`src/hdl/assert_macros.svh`:
```
// Assertion macros for the RTL file that carries concurrent checks.
`ifndef ASSERT_MACROS_SVH
`define ASSERT_MACROS_SVH

// A condition that must hold at every rising clock edge outside reset.
`define MSH_ASSERT_ALWAYS(label, cond, msg) \
  label: assert property (@(posedge clk) disable iff (rst) (cond)) else $error(msg);

// A condition that must hold in the same cycle as its trigger.
`define MSH_ASSERT_SAME(label, trig, cond, msg) \
  label: assert property (@(posedge clk) disable iff (rst) (trig) |-> (cond)) else $error(msg);

// A condition that must hold in the cycle after its trigger.
`define MSH_ASSERT_NEXT(label, trig, cond, msg) \
  label: assert property (@(posedge clk) disable iff (rst) (trig) |=> (cond)) else $error(msg);

`endif

```
`src/hdl/msh_pkg.sv`:
```
// Types, constants and helper functions of the magnetometer smoothing block.
package msh_pkg;

  localparam int SAMPLE_WIDTH = 24;
  localparam int ANGLE_STEPS  = 16;
  localparam int TABLE_LEN    = 24;
  localparam int NUM_STEPS    = (ANGLE_STEPS > TABLE_LEN) ? TABLE_LEN : ANGLE_STEPS;
  localparam int STEP_W       = $clog2(TABLE_LEN);

  localparam int HEAD_W       = 17;
  localparam int HEAD_MAX     = 46080;
  localparam int WEIGHT_W     = 17;
  localparam int FRAC_BITS    = 16;
  localparam logic [WEIGHT_W-1:0] ONE_Q16      = WEIGHT_W'(65536);
  localparam logic [WEIGHT_W-1:0] WEIGHT_RESET = WEIGHT_W'(52429);

  // CORDIC vector width leaves room for the quadrant negation and the gain.
  localparam int CW = SAMPLE_WIDTH + 3;
  // Angle accumulator in degrees times 65536.
  localparam int ZW = 26;
  localparam int ZR_W = ZW - 8;
  localparam int QUARTER_TURN = 90 * 65536;

  // Blend datapath widths.
  localparam int BW   = (SAMPLE_WIDTH > HEAD_W) ? SAMPLE_WIDTH : HEAD_W;
  localparam int DW   = BW + 1;
  localparam int WW   = WEIGHT_W + 1;
  localparam int PW   = DW + WW;
  localparam int SUMW = PW + 1;

  // Blend lanes: three axes, then the heading.
  localparam int LANE_W = 3;
  localparam logic [LANE_W-1:0] LANE_X    = LANE_W'(0);
  localparam logic [LANE_W-1:0] LANE_Y    = LANE_W'(1);
  localparam logic [LANE_W-1:0] LANE_Z    = LANE_W'(2);
  localparam logic [LANE_W-1:0] LANE_HEAD = LANE_W'(3);
  localparam logic [LANE_W-1:0] LANE_END  = LANE_W'(4);

  // Configuration register indexes.
  localparam int CFG_IDX_W = 1;
  localparam logic [CFG_IDX_W-1:0] CFG_AXIS_WEIGHT  = CFG_IDX_W'(0);
  localparam logic [CFG_IDX_W-1:0] CFG_HEADING_KEEP = CFG_IDX_W'(1);

  typedef enum logic [2:0] {
    ST_IDLE,
    ST_QUAD,
    ST_CORDIC,
    ST_ROUND,
    ST_BLEND,
    ST_DONE
  } msh_state_t;

  // atan(2^-i) in degrees times 65536, rounded to nearest.
  function automatic logic signed [ZW-1:0] atan_entry(input logic [STEP_W-1:0] idx);
    logic signed [ZW-1:0] val;
    case (idx)
      5'd0:    val = ZW'(2949120);
      5'd1:    val = ZW'(1740967);
      5'd2:    val = ZW'(919879);
      5'd3:    val = ZW'(466945);
      5'd4:    val = ZW'(234379);
      5'd5:    val = ZW'(117304);
      5'd6:    val = ZW'(58666);
      5'd7:    val = ZW'(29335);
      5'd8:    val = ZW'(14668);
      5'd9:    val = ZW'(7334);
      5'd10:   val = ZW'(3667);
      5'd11:   val = ZW'(1833);
      5'd12:   val = ZW'(917);
      5'd13:   val = ZW'(458);
      5'd14:   val = ZW'(229);
      5'd15:   val = ZW'(115);
      5'd16:   val = ZW'(57);
      5'd17:   val = ZW'(29);
      5'd18:   val = ZW'(14);
      5'd19:   val = ZW'(7);
      5'd20:   val = ZW'(4);
      5'd21:   val = ZW'(2);
      5'd22:   val = ZW'(1);
      default: val = '0;
    endcase
    return val;
  endfunction

  // A weight above one counts as one.
  function automatic logic [WEIGHT_W-1:0] clamp_weight(input logic [WEIGHT_W-1:0] w);
    return (w > ONE_Q16) ? ONE_Q16 : w;
  endfunction

endpackage

```
`src/hdl/msh_sample_if.sv`:
```
// Channel carrying one three-axis magnetometer sample per transaction.
interface msh_sample_if;
  logic                                  valid;
  logic                                  ready;
  logic signed [msh_pkg::SAMPLE_WIDTH-1:0] field_x;
  logic signed [msh_pkg::SAMPLE_WIDTH-1:0] field_y;
  logic signed [msh_pkg::SAMPLE_WIDTH-1:0] field_z;
  logic                                  first_sample;

  modport source (output valid, field_x, field_y, field_z, first_sample, input ready);
  modport sink   (input valid, field_x, field_y, field_z, first_sample, output ready);
endinterface

```
`src/hdl/msh_result_if.sv`:
```
// Channel carrying the smoothed field and heading, one result per transaction.
interface msh_result_if;
  logic                                  valid;
  logic                                  ready;
  logic signed [msh_pkg::SAMPLE_WIDTH-1:0] smooth_x;
  logic signed [msh_pkg::SAMPLE_WIDTH-1:0] smooth_y;
  logic signed [msh_pkg::SAMPLE_WIDTH-1:0] smooth_z;
  logic signed [msh_pkg::HEAD_W-1:0]       heading;

  modport source (output valid, smooth_x, smooth_y, smooth_z, heading, input ready);
  modport sink   (input valid, smooth_x, smooth_y, smooth_z, heading, output ready);
endinterface

```
`src/hdl/msh_config_if.sv`:
```
// Register write channel: one register index and its data per transaction.
interface msh_config_if;
  logic                             valid;
  logic                             ready;
  logic [msh_pkg::CFG_IDX_W-1:0]    index;
  logic [msh_pkg::WEIGHT_W-1:0]     data;

  modport source (output valid, index, data, input ready);
  modport sink   (input valid, index, data, output ready);
endinterface

```
`src/hdl/magnetometer_smoothing_heading_unit.sv`:
```
// Magnetometer smoothing with CORDIC heading: sequencer, CORDIC and blend datapath.
// It takes no new sample until the last result is in the output register; the 16 iterations
// of the shift-add CORDIC unit and the four passes through the single blend multiplier
// make up most of the work on each sample.
// Reset (synchronous, rst high): weights return to 0.8, the averages are cleared and
// the next sample loads the state directly; register writes are taken every cycle.
`include "assert_macros.svh"

module magnetometer_smoothing_heading_unit (
  input  logic          clk,
  input  logic          rst,
  msh_sample_if.sink    mag,
  msh_config_if.sink    cfg,
  msh_result_if.source  smooth
);

  msh_pkg::msh_state_t state, state_next;

  // Sequencer controls.
  logic ready_c, capture_c, quad_c, step_c, round_c, blend_c, emit_c;

  // Configuration.
  logic [msh_pkg::WEIGHT_W-1:0] axis_weight, heading_keep_weight;

  // Captured sample.
  logic signed [msh_pkg::SAMPLE_WIDTH-1:0] nx, ny, nz;
  logic load, primed;

  // CORDIC.
  logic signed [msh_pkg::CW-1:0] cx, cy, xs, ys;
  logic signed [msh_pkg::ZW-1:0] cz;
  logic signed [msh_pkg::ZR_W-1:0] zr;
  logic [msh_pkg::STEP_W-1:0] step;
  logic zero_vec;
  logic signed [msh_pkg::HEAD_W-1:0] nh;

  // Smoothed state.
  logic signed [msh_pkg::SAMPLE_WIDTH-1:0] avg_x, avg_y, avg_z;
  logic signed [msh_pkg::HEAD_W-1:0] avg_heading;

  // Blend pipeline.
  logic [msh_pkg::LANE_W-1:0] lane;
  logic signed [msh_pkg::BW-1:0] op_a, op_b, a_hold, b_hold;
  logic [msh_pkg::WEIGHT_W-1:0] op_w;
  logic signed [msh_pkg::DW-1:0] diff;
  logic signed [msh_pkg::WW-1:0] w_s;
  logic signed [msh_pkg::PW-1:0] prod;
  logic signed [msh_pkg::SUMW-1:0] sum, sum_adj;
  logic signed [msh_pkg::BW-1:0] blended, lane_res;

  // Output register.
  logic out_valid;
  logic signed [msh_pkg::SAMPLE_WIDTH-1:0] out_x, out_y, out_z;
  logic signed [msh_pkg::HEAD_W-1:0] out_heading;

  // ---------------------------------------------------------------- sequencer
  always_comb begin
    state_next = state;
    case (state)
      msh_pkg::ST_IDLE:   if (mag.valid) state_next = msh_pkg::ST_QUAD;
      msh_pkg::ST_QUAD:   state_next = msh_pkg::ST_CORDIC;
      msh_pkg::ST_CORDIC: if (step == msh_pkg::STEP_W'(msh_pkg::NUM_STEPS - 1)) begin
        state_next = msh_pkg::ST_ROUND;
      end
      msh_pkg::ST_ROUND:  state_next = msh_pkg::ST_BLEND;
      msh_pkg::ST_BLEND:  if (lane == msh_pkg::LANE_END) state_next = msh_pkg::ST_DONE;
      msh_pkg::ST_DONE:   if (!out_valid || smooth.ready) state_next = msh_pkg::ST_IDLE;
      default:            state_next = msh_pkg::ST_IDLE;
    endcase
  end

  always_comb begin
    ready_c   = 1'b0;
    quad_c    = 1'b0;
    step_c    = 1'b0;
    round_c   = 1'b0;
    blend_c   = 1'b0;
    emit_c    = 1'b0;
    case (state)
      msh_pkg::ST_IDLE:   ready_c = 1'b1;
      msh_pkg::ST_QUAD:   quad_c  = 1'b1;
      msh_pkg::ST_CORDIC: step_c  = 1'b1;
      msh_pkg::ST_ROUND:  round_c = 1'b1;
      msh_pkg::ST_BLEND:  blend_c = 1'b1;
      msh_pkg::ST_DONE:   emit_c  = !out_valid || smooth.ready;
      default: ;
    endcase
    capture_c = ready_c && mag.valid;
  end

  always_ff @(posedge clk) begin
    if (rst) begin
      state <= msh_pkg::ST_IDLE;
    end else begin
      state <= state_next;
    end
  end

  assign mag.ready = ready_c;

  // ----------------------------------------------------------- configuration
  assign cfg.ready = 1'b1;

  always_ff @(posedge clk) begin
    if (rst) begin
      axis_weight         <= msh_pkg::WEIGHT_RESET;
      heading_keep_weight <= msh_pkg::WEIGHT_RESET;
    end else if (cfg.valid) begin
      case (cfg.index)
        msh_pkg::CFG_AXIS_WEIGHT:  axis_weight         <= msh_pkg::clamp_weight(cfg.data);
        msh_pkg::CFG_HEADING_KEEP: heading_keep_weight <= msh_pkg::clamp_weight(cfg.data);
        default: ;
      endcase
    end
  end

  // ------------------------------------------------------------ capture
  always_ff @(posedge clk) begin
    if (capture_c) begin
      nx   <= mag.field_x;
      ny   <= mag.field_y;
      nz   <= mag.field_z;
      load <= mag.first_sample || !primed;
    end
  end

  always_ff @(posedge clk) begin
    if (rst) begin
      primed <= 1'b0;
    end else if (emit_c) begin
      primed <= 1'b1;
    end
  end

  // ------------------------------------------------------------ CORDIC
  assign xs = cx >>> step;
  assign ys = cy >>> step;
  assign zr = msh_pkg::ZR_W'((cz + msh_pkg::ZW'(128)) >>> 8);

  always_ff @(posedge clk) begin
    if (quad_c) begin
      step     <= '0;
      zero_vec <= (nx == '0) && (ny == '0);
      // Bring the vector into the right half plane first.
      if (nx < 0 && ny >= 0) begin
        cx <= msh_pkg::CW'(ny);
        cy <= -msh_pkg::CW'(nx);
        cz <= msh_pkg::ZW'(msh_pkg::QUARTER_TURN);
      end else if (nx < 0) begin
        cx <= -msh_pkg::CW'(ny);
        cy <= msh_pkg::CW'(nx);
        cz <= -msh_pkg::ZW'(msh_pkg::QUARTER_TURN);
      end else begin
        cx <= msh_pkg::CW'(nx);
        cy <= msh_pkg::CW'(ny);
        cz <= '0;
      end
    end else if (step_c) begin
      step <= step + 1'b1;
      if (!cy[msh_pkg::CW-1]) begin
        cx <= cx + ys;
        cy <= cy - xs;
        cz <= cz + msh_pkg::atan_entry(step);
      end else begin
        cx <= cx - ys;
        cy <= cy + xs;
        cz <= cz - msh_pkg::atan_entry(step);
      end
    end
  end

  always_ff @(posedge clk) begin
    if (round_c) begin
      if (zero_vec) begin
        nh <= '0;
      end else if (zr > msh_pkg::HEAD_MAX) begin
        nh <= msh_pkg::HEAD_W'(msh_pkg::HEAD_MAX);
      end else if (zr < -msh_pkg::HEAD_MAX) begin
        nh <= -msh_pkg::HEAD_W'(msh_pkg::HEAD_MAX);
      end else begin
        nh <= msh_pkg::HEAD_W'(zr);
      end
    end
  end

  // ------------------------------------------------------------ blend
  // Each lane computes b + (a - b) * w / 2^16 as ((a - b) * w + b * 2^16) / 2^16,
  // truncated toward zero. The multiply of one lane overlaps the finish of the
  // lane before it.
  always_comb begin
    case (lane)
      msh_pkg::LANE_X: begin
        op_a = msh_pkg::BW'(nx);
        op_b = msh_pkg::BW'(avg_x);
        op_w = axis_weight;
      end
      msh_pkg::LANE_Y: begin
        op_a = msh_pkg::BW'(ny);
        op_b = msh_pkg::BW'(avg_y);
        op_w = axis_weight;
      end
      msh_pkg::LANE_Z: begin
        op_a = msh_pkg::BW'(nz);
        op_b = msh_pkg::BW'(avg_z);
        op_w = axis_weight;
      end
      msh_pkg::LANE_HEAD: begin
        op_a = msh_pkg::BW'(avg_heading);
        op_b = msh_pkg::BW'(nh);
        op_w = heading_keep_weight;
      end
      default: begin
        op_a = '0;
        op_b = '0;
        op_w = '0;
      end
    endcase
  end

  assign diff    = msh_pkg::DW'(op_a) - msh_pkg::DW'(op_b);
  assign w_s     = $signed({1'b0, op_w});
  assign sum     = msh_pkg::SUMW'(prod)
                 + (msh_pkg::SUMW'(b_hold) <<< msh_pkg::FRAC_BITS);
  assign sum_adj = sum[msh_pkg::SUMW-1]
                 ? sum + msh_pkg::SUMW'((1 << msh_pkg::FRAC_BITS) - 1) : sum;
  assign blended = msh_pkg::BW'(sum_adj >>> msh_pkg::FRAC_BITS);

  // A loading item takes the new sample and the new heading as they are.
  always_comb begin
    if (!load) begin
      lane_res = blended;
    end else if (lane == msh_pkg::LANE_END) begin
      lane_res = b_hold;
    end else begin
      lane_res = a_hold;
    end
  end

  always_ff @(posedge clk) begin
    if (round_c) begin
      lane <= '0;
    end else if (blend_c) begin
      lane   <= lane + 1'b1;
      prod   <= diff * w_s;
      a_hold <= op_a;
      b_hold <= op_b;
    end
  end

  always_ff @(posedge clk) begin
    if (rst) begin
      avg_x       <= '0;
      avg_y       <= '0;
      avg_z       <= '0;
      avg_heading <= '0;
    end else if (blend_c) begin
      case (lane)
        msh_pkg::LANE_Y:    avg_x       <= msh_pkg::SAMPLE_WIDTH'(lane_res);
        msh_pkg::LANE_Z:    avg_y       <= msh_pkg::SAMPLE_WIDTH'(lane_res);
        msh_pkg::LANE_HEAD: avg_z       <= msh_pkg::SAMPLE_WIDTH'(lane_res);
        msh_pkg::LANE_END:  avg_heading <= msh_pkg::HEAD_W'(lane_res);
        default: ;
      endcase
    end
  end

  // ------------------------------------------------------------ output
  always_ff @(posedge clk) begin
    if (rst) begin
      out_valid <= 1'b0;
    end else if (emit_c) begin
      out_valid <= 1'b1;
    end else if (smooth.ready) begin
      out_valid <= 1'b0;
    end
  end

  always_ff @(posedge clk) begin
    if (emit_c) begin
      out_x       <= avg_x;
      out_y       <= avg_y;
      out_z       <= avg_z;
      out_heading <= avg_heading;
    end
  end

  assign smooth.valid    = out_valid;
  assign smooth.smooth_x = out_x;
  assign smooth.smooth_y = out_y;
  assign smooth.smooth_z = out_z;
  assign smooth.heading  = out_heading;

  // ------------------------------------------------------------ checks
  `MSH_ASSERT_NEXT(busy_after_sample, mag.valid && mag.ready, !mag.ready, "sample taken while busy")
  `MSH_ASSERT_SAME(step_in_range, state == msh_pkg::ST_CORDIC, step < msh_pkg::STEP_W'(msh_pkg::NUM_STEPS), "CORDIC step out of range")
  `MSH_ASSERT_SAME(heading_in_range, smooth.valid, (smooth.heading <= msh_pkg::HEAD_MAX) && (smooth.heading >= -msh_pkg::HEAD_MAX), "heading outside +-180 degrees")
  `MSH_ASSERT_SAME(blend_lane_bound, state == msh_pkg::ST_BLEND, lane <= msh_pkg::LANE_END, "blend lane past heading")

endmodule

```
`src/flat_wrapper.sv`:
```
// flat-port wrapper written by rule: the top's interface ports become plain ports
module magnetometer_smoothing_heading_unit_flat 
  (clk, rst, mag_valid, mag_field_x, mag_field_y, mag_field_z, mag_first_sample, mag_ready, cfg_valid, cfg_index, cfg_data, cfg_ready, smooth_valid, smooth_smooth_x, smooth_smooth_y, smooth_smooth_z, smooth_heading, smooth_ready);
  msh_sample_if mag_i ();
  msh_config_if cfg_i ();
  msh_result_if smooth_i ();
  input  logic clk;
  input  logic rst;
  input wire logic [$bits(mag_i.valid)-1:0] mag_valid;
  input wire logic [$bits(mag_i.field_x)-1:0] mag_field_x;
  input wire logic [$bits(mag_i.field_y)-1:0] mag_field_y;
  input wire logic [$bits(mag_i.field_z)-1:0] mag_field_z;
  input wire logic [$bits(mag_i.first_sample)-1:0] mag_first_sample;
  output wire logic [$bits(mag_i.ready)-1:0] mag_ready;
  input wire logic [$bits(cfg_i.valid)-1:0] cfg_valid;
  input wire logic [$bits(cfg_i.index)-1:0] cfg_index;
  input wire logic [$bits(cfg_i.data)-1:0] cfg_data;
  output wire logic [$bits(cfg_i.ready)-1:0] cfg_ready;
  output wire logic [$bits(smooth_i.valid)-1:0] smooth_valid;
  output wire logic [$bits(smooth_i.smooth_x)-1:0] smooth_smooth_x;
  output wire logic [$bits(smooth_i.smooth_y)-1:0] smooth_smooth_y;
  output wire logic [$bits(smooth_i.smooth_z)-1:0] smooth_smooth_z;
  output wire logic [$bits(smooth_i.heading)-1:0] smooth_heading;
  input wire logic [$bits(smooth_i.ready)-1:0] smooth_ready;
  assign mag_i.valid = mag_valid;
  assign mag_i.field_x = mag_field_x;
  assign mag_i.field_y = mag_field_y;
  assign mag_i.field_z = mag_field_z;
  assign mag_i.first_sample = mag_first_sample;
  assign mag_ready = mag_i.ready;
  assign cfg_i.valid = cfg_valid;
  assign cfg_i.index = cfg_index;
  assign cfg_i.data = cfg_data;
  assign cfg_ready = cfg_i.ready;
  assign smooth_valid = smooth_i.valid;
  assign smooth_smooth_x = smooth_i.smooth_x;
  assign smooth_smooth_y = smooth_i.smooth_y;
  assign smooth_smooth_z = smooth_i.smooth_z;
  assign smooth_heading = smooth_i.heading;
  assign smooth_i.ready = smooth_ready;
  magnetometer_smoothing_heading_unit u_core (.clk(clk), .rst(rst), .mag(mag_i), .cfg(cfg_i), .smooth(smooth_i));
endmodule
```
`config.mk`:
```
export PLATFORM = sky130hd
export DESIGN_NAME = magnetometer_smoothing_heading_unit_flat
export DESIGN_NICKNAME = d
export VERILOG_FILES = /design/src/hdl/msh_pkg.sv /design/src/hdl/msh_sample_if.sv /design/src/hdl/msh_result_if.sv /design/src/hdl/msh_config_if.sv /design/src/hdl/magnetometer_smoothing_heading_unit.sv /design/src/flat_wrapper.sv
export VERILOG_INCLUDE_DIRS = /design/src /design/src/hdl
export SDC_FILE = /design/constraint.sdc
export NUM_CORES = 2
export LEC_CHECK = 0
export BUFFER_PORTS_ARGS = -buffer_cell sky130_fd_sc_hd__buf_2
export CAP_MARGIN = 0
export CORE_ASPECT_RATIO = 0.6
export CORE_UTILIZATION = 50
export CTS_CLUSTER_DIAMETER = 30
export DETAILED_ROUTE_END_ITERATION = 10
export PLACE_DENSITY = 0.67
export SLEW_MARGIN = 5
export SYNTH_ARGS = -nofsm -noshare
export SYNTH_HDL_FRONTEND = slang
export SYNTH_SLANG_ARGS = --single-unit
```
`constraint.sdc`:
```
create_clock -name clk -period 23.7 [get_ports clk]
set_input_delay 1.185 -clock clk [delete_from_list [all_inputs] [get_ports clk]]
set_output_delay 1.185 -clock clk [all_outputs]
set_load 0.05 [all_outputs]
```
==> flow_summary.ini <==
[run_status]
status = completed

[placed_design]
portBuffers = 186
dpl.cell_count = 6407
hpwl_um = 124000
routabilityCongestion = 1.04

[final_layout]
syn2layout_area_growth_pct = 11.4
final_cells = 6582
final_nets = 6037
drive_gt1_frac = 0.106

[die]
initial_core_util = 0.510
die_h_um = 240
dieArea_um2 = 95800
core_um2 = 92600
die_w_um = 399
row_count = 86
boundaryPins = 188

[route]
postRouteAntennaNets = 0
via_per_inst = 6.12
drt_first_pass_iters = 8
drcViolationCount = 0
drt_iter0_drc = 5754
vias = 40292
wl_per_cell_um = 24.4
finalWirelength_um = 160000

[synth]
ys.flop_type = edfxtp_1
yosys.area.top_type = edfxtp_1
synth-seq-cells = 509
synth_top_family_by_area = adder cells
synth-simple-area-share = 0.155
ys_types = 89
synthXorXnorAreaFrac = 0.0538
yosysSeqAreaShare = 0.290
synthArstFlopShare = 0
synthTopCellsByArea = edfxtp_1 (22%), fa_1 (18%), dfxtp_1 (6.7%)
synth_warnings = 0
synth_top_area_share = 0.223
synth_edf_count = 351
synth_mux_area_frac = 0.0435
synth.avg_cell_area_um2 = 9.16
syn-num-nets = 5927
synth_fa_ha_area_frac = 0.245
synth-compound-area-share = 0.145
netlist_area_um2 = 47300
synthCells = 5159

[global_route]
grt_use_met1 = 0.526
busiest_layer = met1
grt-ovfl-total = 0
grt_usage = 0.334
grt_pass1_wl_um = 238000
grt_max_degree = 90
grt_pass1_vias = 36872
global_route.usage.met2 = 0.396
use_met3 = 0.156
antenna_found_initial = 7

[clocking]
worstSkewPairLatency_ns = 0.71
cts_buffers = 92
clkSlewWorstSetupHoldPaths_ns = 0.06
cts_sinks = 509
cts_tree = built
cts_buffer_depth = 3
cts_hold_buf = 0
post-cts-setup-buffers = 0
clockRootBuffer = clkbuf_16
cts-resized-gates = 0
cts.htree.levels = 3

[worst_setup_path]
slowest_delay_ns = 0.86
endpoint_kind = flop
critPathKind = flop to flop
worstSetupStartpointType = flop
slowest_stage = o41ai_1
r2r-start = u_core.lane[2]
critPathArrivalTime_ns = 13.14
cp-startpoint = u_core.lane[2]
cp_common_cell = fa_1
cp.required_ns = 24.15
cp_max_fo = 43

[timing]
worst_pin_slew_ns = 1.38
clock_skew_ns = 0.0795
setup_viol = 0
final_hold_viol_count = 0
drv_slew = 0
maxSlewHeadroom = 0.0734
rsz0062_at_grt = no
fin_tns_setup_ns = 0
min_period_ns = 12.69
period_share = 0.535
fmax_ghz = 0.0788

[run]
drv_cap = 0

[hold_path]
hp-class = flop to flop
min_from = u_core.avg_heading[3]
[final timing paths]
path,slack [ns],endpoint,cells after the start
max reg2reg,11.01,u_core.prod[42],37
min reg2reg,0.46,u_core.smooth.heading[3],0
min,0.46,u_core.smooth.heading[3],0
max,11.01,u_core.prod[42],37
[logic make-up after synthesis]
family,after synthesis
adders and majority gates,672
DFF,509
AOI/OAI and AO/OA,1060
buffers and inverters,843
and+or+nand+nor,1659
other,1
xor gates and xnor gates,290
muxes,125
[layout make-up]
type                            instances  area [um2]
Tap cell                             1232        1540
Clock buffer                          106        2450
Sequential cell                       509       13700
Inverter                              592        2220
Antenna cell                            1        2.50
Fill cell                            8147       40000
Clock inverter                         68         768
Timing Repair Buffer                  267        1540
Multi-Input combinational cell       3807       30400
[routing by layer]
layer  vias to the layer above  wire, um
li1                      17910         -
met1                     19663     72500
met2                      2469     57200
met3                       244     26800
met4                         6      3740
met5                         -        30
[cells in the mapped netlist, types with 30 or more instances]
library cell,n
dfxtp_1,158
o21ai_0,203
nand2_1,687
or3_1,33
ha_1,251
edfxtp_1,351
nand2b_1,48
nor2b_1,34
o211ai_1,74
o21a_1,41
nand3_1,102
buf_1,30
xnor2_1,173
inv_1,588
a211oi_1,36
fa_1,421
mux4_2,59
and2_1,39
a31oi_1,38
nor3_1,79
xor2_1,117
a21o_1,60
a21oi_1,303
nor2_1,490
clkbuf_1,204
a22oi_1,87
mux2i_1,41
[sequential cells by signal, indices dropped and copies added (netlist names), 24 cells and up, named ones only]
signal / count
u_core.avg_x: 24
u_core.prod: 43
u_core.avg_y: 24
u_core.ny: 24
u_core.a_hold: 24
u_core.avg_z: 24
u_core.smooth.smooth_y: 24
u_core.nx: 24
u_core.cx: 27
u_core.cz: 26
u_core.cy: 27
u_core.smooth.smooth_x: 24
u_core.smooth.smooth_z: 24
u_core.b_hold: 24
u_core.nz: 24
[worst max-delay path: cells and delay by family (launching register included)]
family / cells / cell delay [ns]
flops: 1 / 0.32
simple gates: 7 / 1.20
compound gates: 12 / 4.66
fa+ha+maj: 9 / 4.32
xor+xnor: 2 / 0.72
buf+inv: 7 / 1.23
[per-stage QoR]
stage	cell area (um2)	hold WS [ns]	worst slack, ns	utilization
floorplan	47300	0.429	13.15	-
global placement	49400	0.442	11.64	0.534
detailed placement	49400	0.443	11.28	0.534
CTS	52600	0.444	11.25	0.568
global route	52700	0.470	10.40	0.568
finish	52700	0.460	11.01	0.568
[cell usage in the layout, fill, tap and decap left out, types with 48 or more instances in the layout]
master and count:
nand2_1 687, nand2b_1 48, edfxtp_1 351, xnor2_1 170, o21ai_0 202, mux4_2 59, a21o_1 60, xor2_1 117
fa_1 421, a22oi_1 85, inv_1 587, a21oi_1 302, clkbuf_16 95, ha_1 247, o211ai_1 74, nor3_1 78
dfxtp_1 155, nor2_1 486, buf_4 82, buf_2 185, nand3_1 102
Power is not shown: default switching activity piles up to over one toggle a cycle in this logic, so the estimate is an artifact.
